$ cat config.mk
export PLATFORM = sky130hd
export DESIGN_NAME = ptae_div
export DESIGN_NICKNAME = d
export VERILOG_FILES = /design/src/ptae_div.sv
export SDC_FILE = /design/constraint.sdc
export NUM_CORES = 1
export LEC_CHECK = 0
export ABC_AREA = 1
export BUFFER_PORTS_ARGS = -buffer_cell sky130_fd_sc_hd__buf_2
export CAP_MARGIN = 20
export CORE_MARGIN = 1
export CORE_UTILIZATION = 50
export CTS_BUF_LIST = sky130_fd_sc_hd__clkbuf_8
export DETAILED_ROUTE_END_ITERATION = 10
export PLACE_DENSITY = 0.73
export SLEW_MARGIN = 20
export SYNTH_ARGS = -nofsm -noshare
export SYNTH_HDL_FRONTEND = slang
export SYNTH_SLANG_ARGS = --single-unit
$ cat constraint.sdc
create_clock -name clock -period 9.3 [get_ports clock]
set_clock_uncertainty 0.15 [all_clocks]
set_input_delay 1.395 -clock clock [delete_from_list [all_inputs] [get_ports clock]]
set_output_delay 1.395 -clock clock [all_outputs]
set_load 0.02 [all_outputs]
$ cat src/ptae_div.sv
`default_nettype none
module ptae_div (
   input  wire logic        clock,
   input  wire logic        reset,
   input  wire logic        start,
   input  wire logic [47:0] dividend,
   input  wire logic [31:0] divisor,
   output logic             done,
   output logic [47:0]      quotient
);

   localparam int DW = 48;
   localparam int NW = $clog2(DW);

   logic          busy_ff, busy_in;
   logic          done_ff, done_in;
   logic [NW-1:0] cnt_ff, cnt_in;
   logic [32:0]   rem_ff, rem_in;
   logic [DW-1:0] quo_ff, quo_in;
   logic [31:0]   dvs_ff, dvs_in;
   logic [32:0]   rem_sh;
   logic          fits;

   // Restoring division, one quotient bit a cycle; the dividend shifts out
   // of the top of quo_ff while quotient bits shift in at the bottom.
   always_comb begin
      rem_sh  = {rem_ff[31:0], quo_ff[DW-1]};
      fits    = rem_sh >= {1'b0, dvs_ff};
      busy_in = busy_ff;
      done_in = 1'b0;
      cnt_in  = cnt_ff;
      rem_in  = rem_ff;
      quo_in  = quo_ff;
      dvs_in  = dvs_ff;
      if (start) begin
         busy_in = 1'b1;
         cnt_in  = '0;
         rem_in  = '0;
         quo_in  = dividend;
         dvs_in  = divisor;
      end else if (busy_ff) begin
         rem_in = fits ? rem_sh - {1'b0, dvs_ff} : rem_sh;
         quo_in = {quo_ff[DW-2:0], fits};
         cnt_in = cnt_ff + 1'b1;
         if (cnt_ff == NW'(DW - 1)) begin
            busy_in = 1'b0;
            done_in = 1'b1;
         end
      end
   end

   always_ff @(posedge clock) begin
      if (reset) begin
         busy_ff <= 1'b0;
         done_ff <= 1'b0;
      end else begin
         busy_ff <= busy_in;
         done_ff <= done_in;
      end
      cnt_ff <= cnt_in;
      rem_ff <= rem_in;
      quo_ff <= quo_in;
      dvs_ff <= dvs_in;
   end

   assign done     = done_ff;
   assign quotient = quo_ff;

endmodule
`default_nettype wire

==> flow_metrics.env <==
export IMPL_share_clk_of_total_power=0.397
export IMPL_antennaDiodeCount=0
export IMPL_yosys_area_share_simple=0.3530
export IMPL_synth_mux_area_fraction=0
export IMPL_clock_tree_from_tritoncts="yes"
export IMPL_std_cell_rows=44
export IMPL_power_report_internal_total_uw=969.7
export IMPL_routed_via_count=6868
export IMPL_drt_vias_per_instance=4.955
export IMPL_cts_resized=0
export IMPL_syn_cell_area_um2=7462
export IMPL_swShare=0.2763
export IMPL_cp_depth=11
export IMPL_combinational_share_of_power=0.133
export IMPL_cts_htree_levels=4
export IMPL_leakage_power_uw=0.004735
export IMPL_insertion_delay_ps=450
export IMPL_hold_viol=0
export IMPL_first_pass_drt_iterations=5
export IMPL_post_synth_cell_area_avg_um2=7.040
export IMPL_timing_setup_critical_path_class="reg -> reg"
export IMPL_first_global_vias=6474
export IMPL_worstSetupStartpoint="dvs_ff[20]$_DFFE_PP_"
export IMPL_met3_length_um=942
export IMPL_power_density_nw_per_um2=154.0
export IMPL_routedLengthMet1_um=8253
export IMPL_crit_end="rem_ff[30]$_SDFFE_PP0P_"
export IMPL_gpl_final_weighted_congestion=0.9028
export IMPL_clock_fmax_ghz=0.3270
export IMPL_critical_path_max_stage_delay_ps=520
export IMPL_timing_critical_path_mode_cell="sky130_fd_sc_hd__nand2_1"
export IMPL_drt_drc_violations_left=0
export IMPL_timing_worst_slew_pin_value_ps=937.2
export IMPL_grt_start_max_net_pins=82
export IMPL_synth_compound_gate_area_share=0.03253
export IMPL_setup_violations_final=0
export IMPL_final_hold_worst_slack_ps=320.7
export IMPL_rsz0062_at_grt="no"
export IMPL_yosys_most_used_dff="sky130_fd_sc_hd__edfxtp_1"
export IMPL_drv_slew=0
export IMPL_cts_hold_buffers=0
export IMPL_ordered_cell_list_for_the_critical_path="inv_1, ha_1, nand2_1, nor2_1, nand2_1, nor3_1, nand2_2, nand2_4, nand3_1, nand2_1, nand2_1"
export IMPL_wl_per_cell_um=13.18
export IMPL_min_period_ps=3058
export IMPL_worstRegToRegCells=11
export IMPL_hold_class="reg -> reg"
export IMPL_areaGrowthSynthToFinish_pct=16.58
export IMPL_slew_headroom=0.3737
export IMPL_critical_path_startpoint_type="register"
export IMPL_drv_cap=0
export IMPL_fillerInstances=1381
export IMPL_critPathMaxFanout=34
export IMPL_status="finished clean"
export IMPL_synth_enable_flop_cells=80
export IMPL_io_buffers=131
export IMPL_ys_warnings_count=0
export IMPL_netlist_top_cells_area="sky130_fd_sc_hd__edfxtp_1, sky130_fd_sc_hd__nand2_1, sky130_fd_sc_hd__dfxtp_1, sky130_fd_sc_hd__inv_1, sky130_fd_sc_hd__nand3_1"
export IMPL_clkSinkCount=120
export IMPL_setup_reg_to_reg_worst_slack_ps=6240
export IMPL_floorplan_initialDensity=0.5134
export IMPL_hpwl_detailed_um=13360
export IMPL_wl_met2_um=8551
export IMPL_worst_path_dominant_cell_family="simple AND/OR/NAND/NOR gates"
export IMPL_synthesis_nets=1177
export IMPL_regToRegStartpoint="dvs_ff[20]$_DFFE_PP_"
export IMPL_clk_path_buf_depth=2
export IMPL_vdd_drop_max_uv=137.5
export IMPL_coreArea_um2=14530
export IMPL_highest_layer="met4"
export IMPL_seq_power_share=0.469
export IMPL_cts_root_buffer_cell="sky130_fd_sc_hd__clkbuf_8"
export IMPL_post_synth_fa_ha_maj_area_fraction=0.05801
export IMPL_ant_nets=0
export IMPL_synth_cell_types=33
export IMPL_cts_inserted_buffers=17
export IMPL_grtUsageTotal=0.2564
export IMPL_ys_seq_elements=120
export IMPL_die_w_um=124.2
export IMPL_cts_repair_timing_setup_buffer_count=0
export IMPL_pre_cts_slack_ps=5765
export IMPL_synthDominantCellAreaShare=0.3219
export IMPL_power_dissipated_by_switching_net_loads_uw=370.3
export IMPL_timing_critical_path_slowest_stage_cell="sky130_fd_sc_hd__nand2_4"
export IMPL_synth_top_family_by_area="simple AND/OR/NAND/NOR gates"
export IMPL_critical_path_required_ps=9500
export IMPL_die_height_um=124.2
export IMPL_grt_remaining_overflow=0
export IMPL_synth_cells_most_frequent="sky130_fd_sc_hd__nand2_1, sky130_fd_sc_hd__inv_1, sky130_fd_sc_hd__nand3_1"
export IMPL_synth_sequential_area_ratio=0.4292
export IMPL_timing_setup_tns_ps=0
export IMPL_final_net_count=1306
export IMPL_detail_route_iter0_violations=455
export IMPL_worst_setup_hold_path_clk_slew_ps=80
export IMPL_wirelength_um=18270
export IMPL_timing_final_ws_setup_ps=6242
export IMPL_design_die_area_um2=15420
export IMPL_yosys_cell_count_top_type="sky130_fd_sc_hd__nand2_1"
export IMPL_cp_arrival_ps=3250
export IMPL_antenna_violations_before_repair=0
export IMPL_synthesis_instances=1060
export IMPL_first_pass_grt_wire_length_um=30350
export IMPL_critical_path_endpoint_type="register"
export IMPL_asyncSetResetFlopFracSynth=0
export IMPL_timing_final_crit_share=0.3288
export IMPL_post_synth_top_area_cell="sky130_fd_sc_hd__edfxtp_1"
export IMPL_worstPathBufferInverterCount=1
export IMPL_post_route_cells_drive_above_1_share=0.1498
export IMPL_yosys_area_share_xor_xnor=0.01643
export IMPL_reg2reg_to="rem_ff[30]$_SDFFE_PP0P_"
export IMPL_boundaryPins=132
[power groups by stage]
stage	Sequential (uW)	Clock [uW]	Combinational [uW]
3_5_place_dp	639	0	179
2_1_floorplan	664	0	86.1
4_1_cts	629	543	179
5_1_grt	633	564	200
3_3_place_gp	640	0	176
6_report	629	532	179
[cells in the final DEF (no fill, tap or decap), types with 2 or more instances in the layout]
cell type	count
sky130_fd_sc_hd__clkinv_4	2
sky130_fd_sc_hd__nand2_1	462
sky130_fd_sc_hd__o21a_1	2
sky130_fd_sc_hd__nand4_1	8
sky130_fd_sc_hd__nor2_1	49
sky130_fd_sc_hd__inv_6	5
sky130_fd_sc_hd__edfxtp_1	80
sky130_fd_sc_hd__nor3_1	7
sky130_fd_sc_hd__nor2_2	3
sky130_fd_sc_hd__a21oi_1	21
sky130_fd_sc_hd__ha_1	33
sky130_fd_sc_hd__and2_1	4
sky130_fd_sc_hd__o21bai_1	3
sky130_fd_sc_hd__xnor2_1	13
sky130_fd_sc_hd__nand3_1	84
sky130_fd_sc_hd__o21ai_0	8
sky130_fd_sc_hd__inv_2	3
sky130_fd_sc_hd__clkbuf_8	17
sky130_fd_sc_hd__bufinv_16	4
sky130_fd_sc_hd__buf_4	4
sky130_fd_sc_hd__nand2_2	2
sky130_fd_sc_hd__buf_2	131
sky130_fd_sc_hd__inv_1	179
sky130_fd_sc_hd__o21ai_1	9
sky130_fd_sc_hd__dfxtp_1	40
sky130_fd_sc_hd__nand3b_1	14
sky130_fd_sc_hd__clkinvlp_4	2
sky130_fd_sc_hd__nand3_2	2
[worst register-to-register path, cell delays in order (launching register included)]
cell	delay, ps
sky130_fd_sc_hd__edfxtp_1	350
sky130_fd_sc_hd__inv_1	50
sky130_fd_sc_hd__ha_1	350
sky130_fd_sc_hd__nand2_1	120
sky130_fd_sc_hd__nor2_1	220
sky130_fd_sc_hd__nand2_1	100
sky130_fd_sc_hd__nor3_1	260
sky130_fd_sc_hd__nand2_2	510
sky130_fd_sc_hd__nand2_4	550
sky130_fd_sc_hd__nand3_1	180
sky130_fd_sc_hd__nand2_1	100
sky130_fd_sc_hd__nand2_1	50
[registers in the layout, indices dropped and copies added (netlist names)]
register	flops
quotient	48
dvs_ff	32
rem_ff	32
cnt_ff	6
busy_ff	1
done	1
[metal layers]
metal  vias up  global-route usage
li1       3544                   -
met1      3098              0.3243
met2       194              0.4192
met3        32             0.06181
met4         0              0.1027
met5         -                   0
[logic make-up after synthesis]
| family | count (synthesis) |
|---|---|
| and+or+nand+nor | 638 |
| adders and majority gates | 34 |
| DFF | 120 |
| xor gates and xnor gates | 14 |
| AOI/OAI and AO/OA | 45 |
| buffers and inverters | 209 |
[through the flow]
| stage | utilization | std cells | instance area [um^2] | total power, uW |
|---|---|---|---|---|
| finish | 0.5986 | 1386 | 8700 | 1340 |
| global route | 0.5986 | 1386 | 8700 | 1396 |
| CTS | 0.5975 | 1385 | 8685 | 1351 |
| detailed placement | 0.5668 | 1353 | 8238 | 817.4 |
| global placement | 0.5668 | 1353 | 8238 | 816.5 |
| floorplan | - | 1060 | 7462 | 749.9 |
[layout make-up]
class,count,area [um^2],share of cell area
clock buffer,17,234.0,0.02689
clock inverter,15,212.7,0.02445
inverter,183,686.9,0.07896
multi-input combinational,731,3432,0.3945
sequential,120,3203,0.3682
tap,184,230.2,0.02646
timing repair buffer,136,700.7,0.08054
[worst min path at each step]
stage / start / end / cells past startpoint
floorplan: rem_ff[10]$_SDFFE_PP0P_ / rem_ff[10]$_SDFFE_PP0P_ / 2
global placement: rem_ff[13]$_SDFFE_PP0P_ / rem_ff[13]$_SDFFE_PP0P_ / 2
detailed placement: rem_ff[23]$_SDFFE_PP0P_ / rem_ff[23]$_SDFFE_PP0P_ / 2
CTS: rem_ff[23]$_SDFFE_PP0P_ / rem_ff[23]$_SDFFE_PP0P_ / 2
global route: rem_ff[16]$_SDFFE_PP0P_ / rem_ff[16]$_SDFFE_PP0P_ / 2
finish: rem_ff[16]$_SDFFE_PP0P_ / rem_ff[16]$_SDFFE_PP0P_ / 2
(Power assumes the default switching activity.)
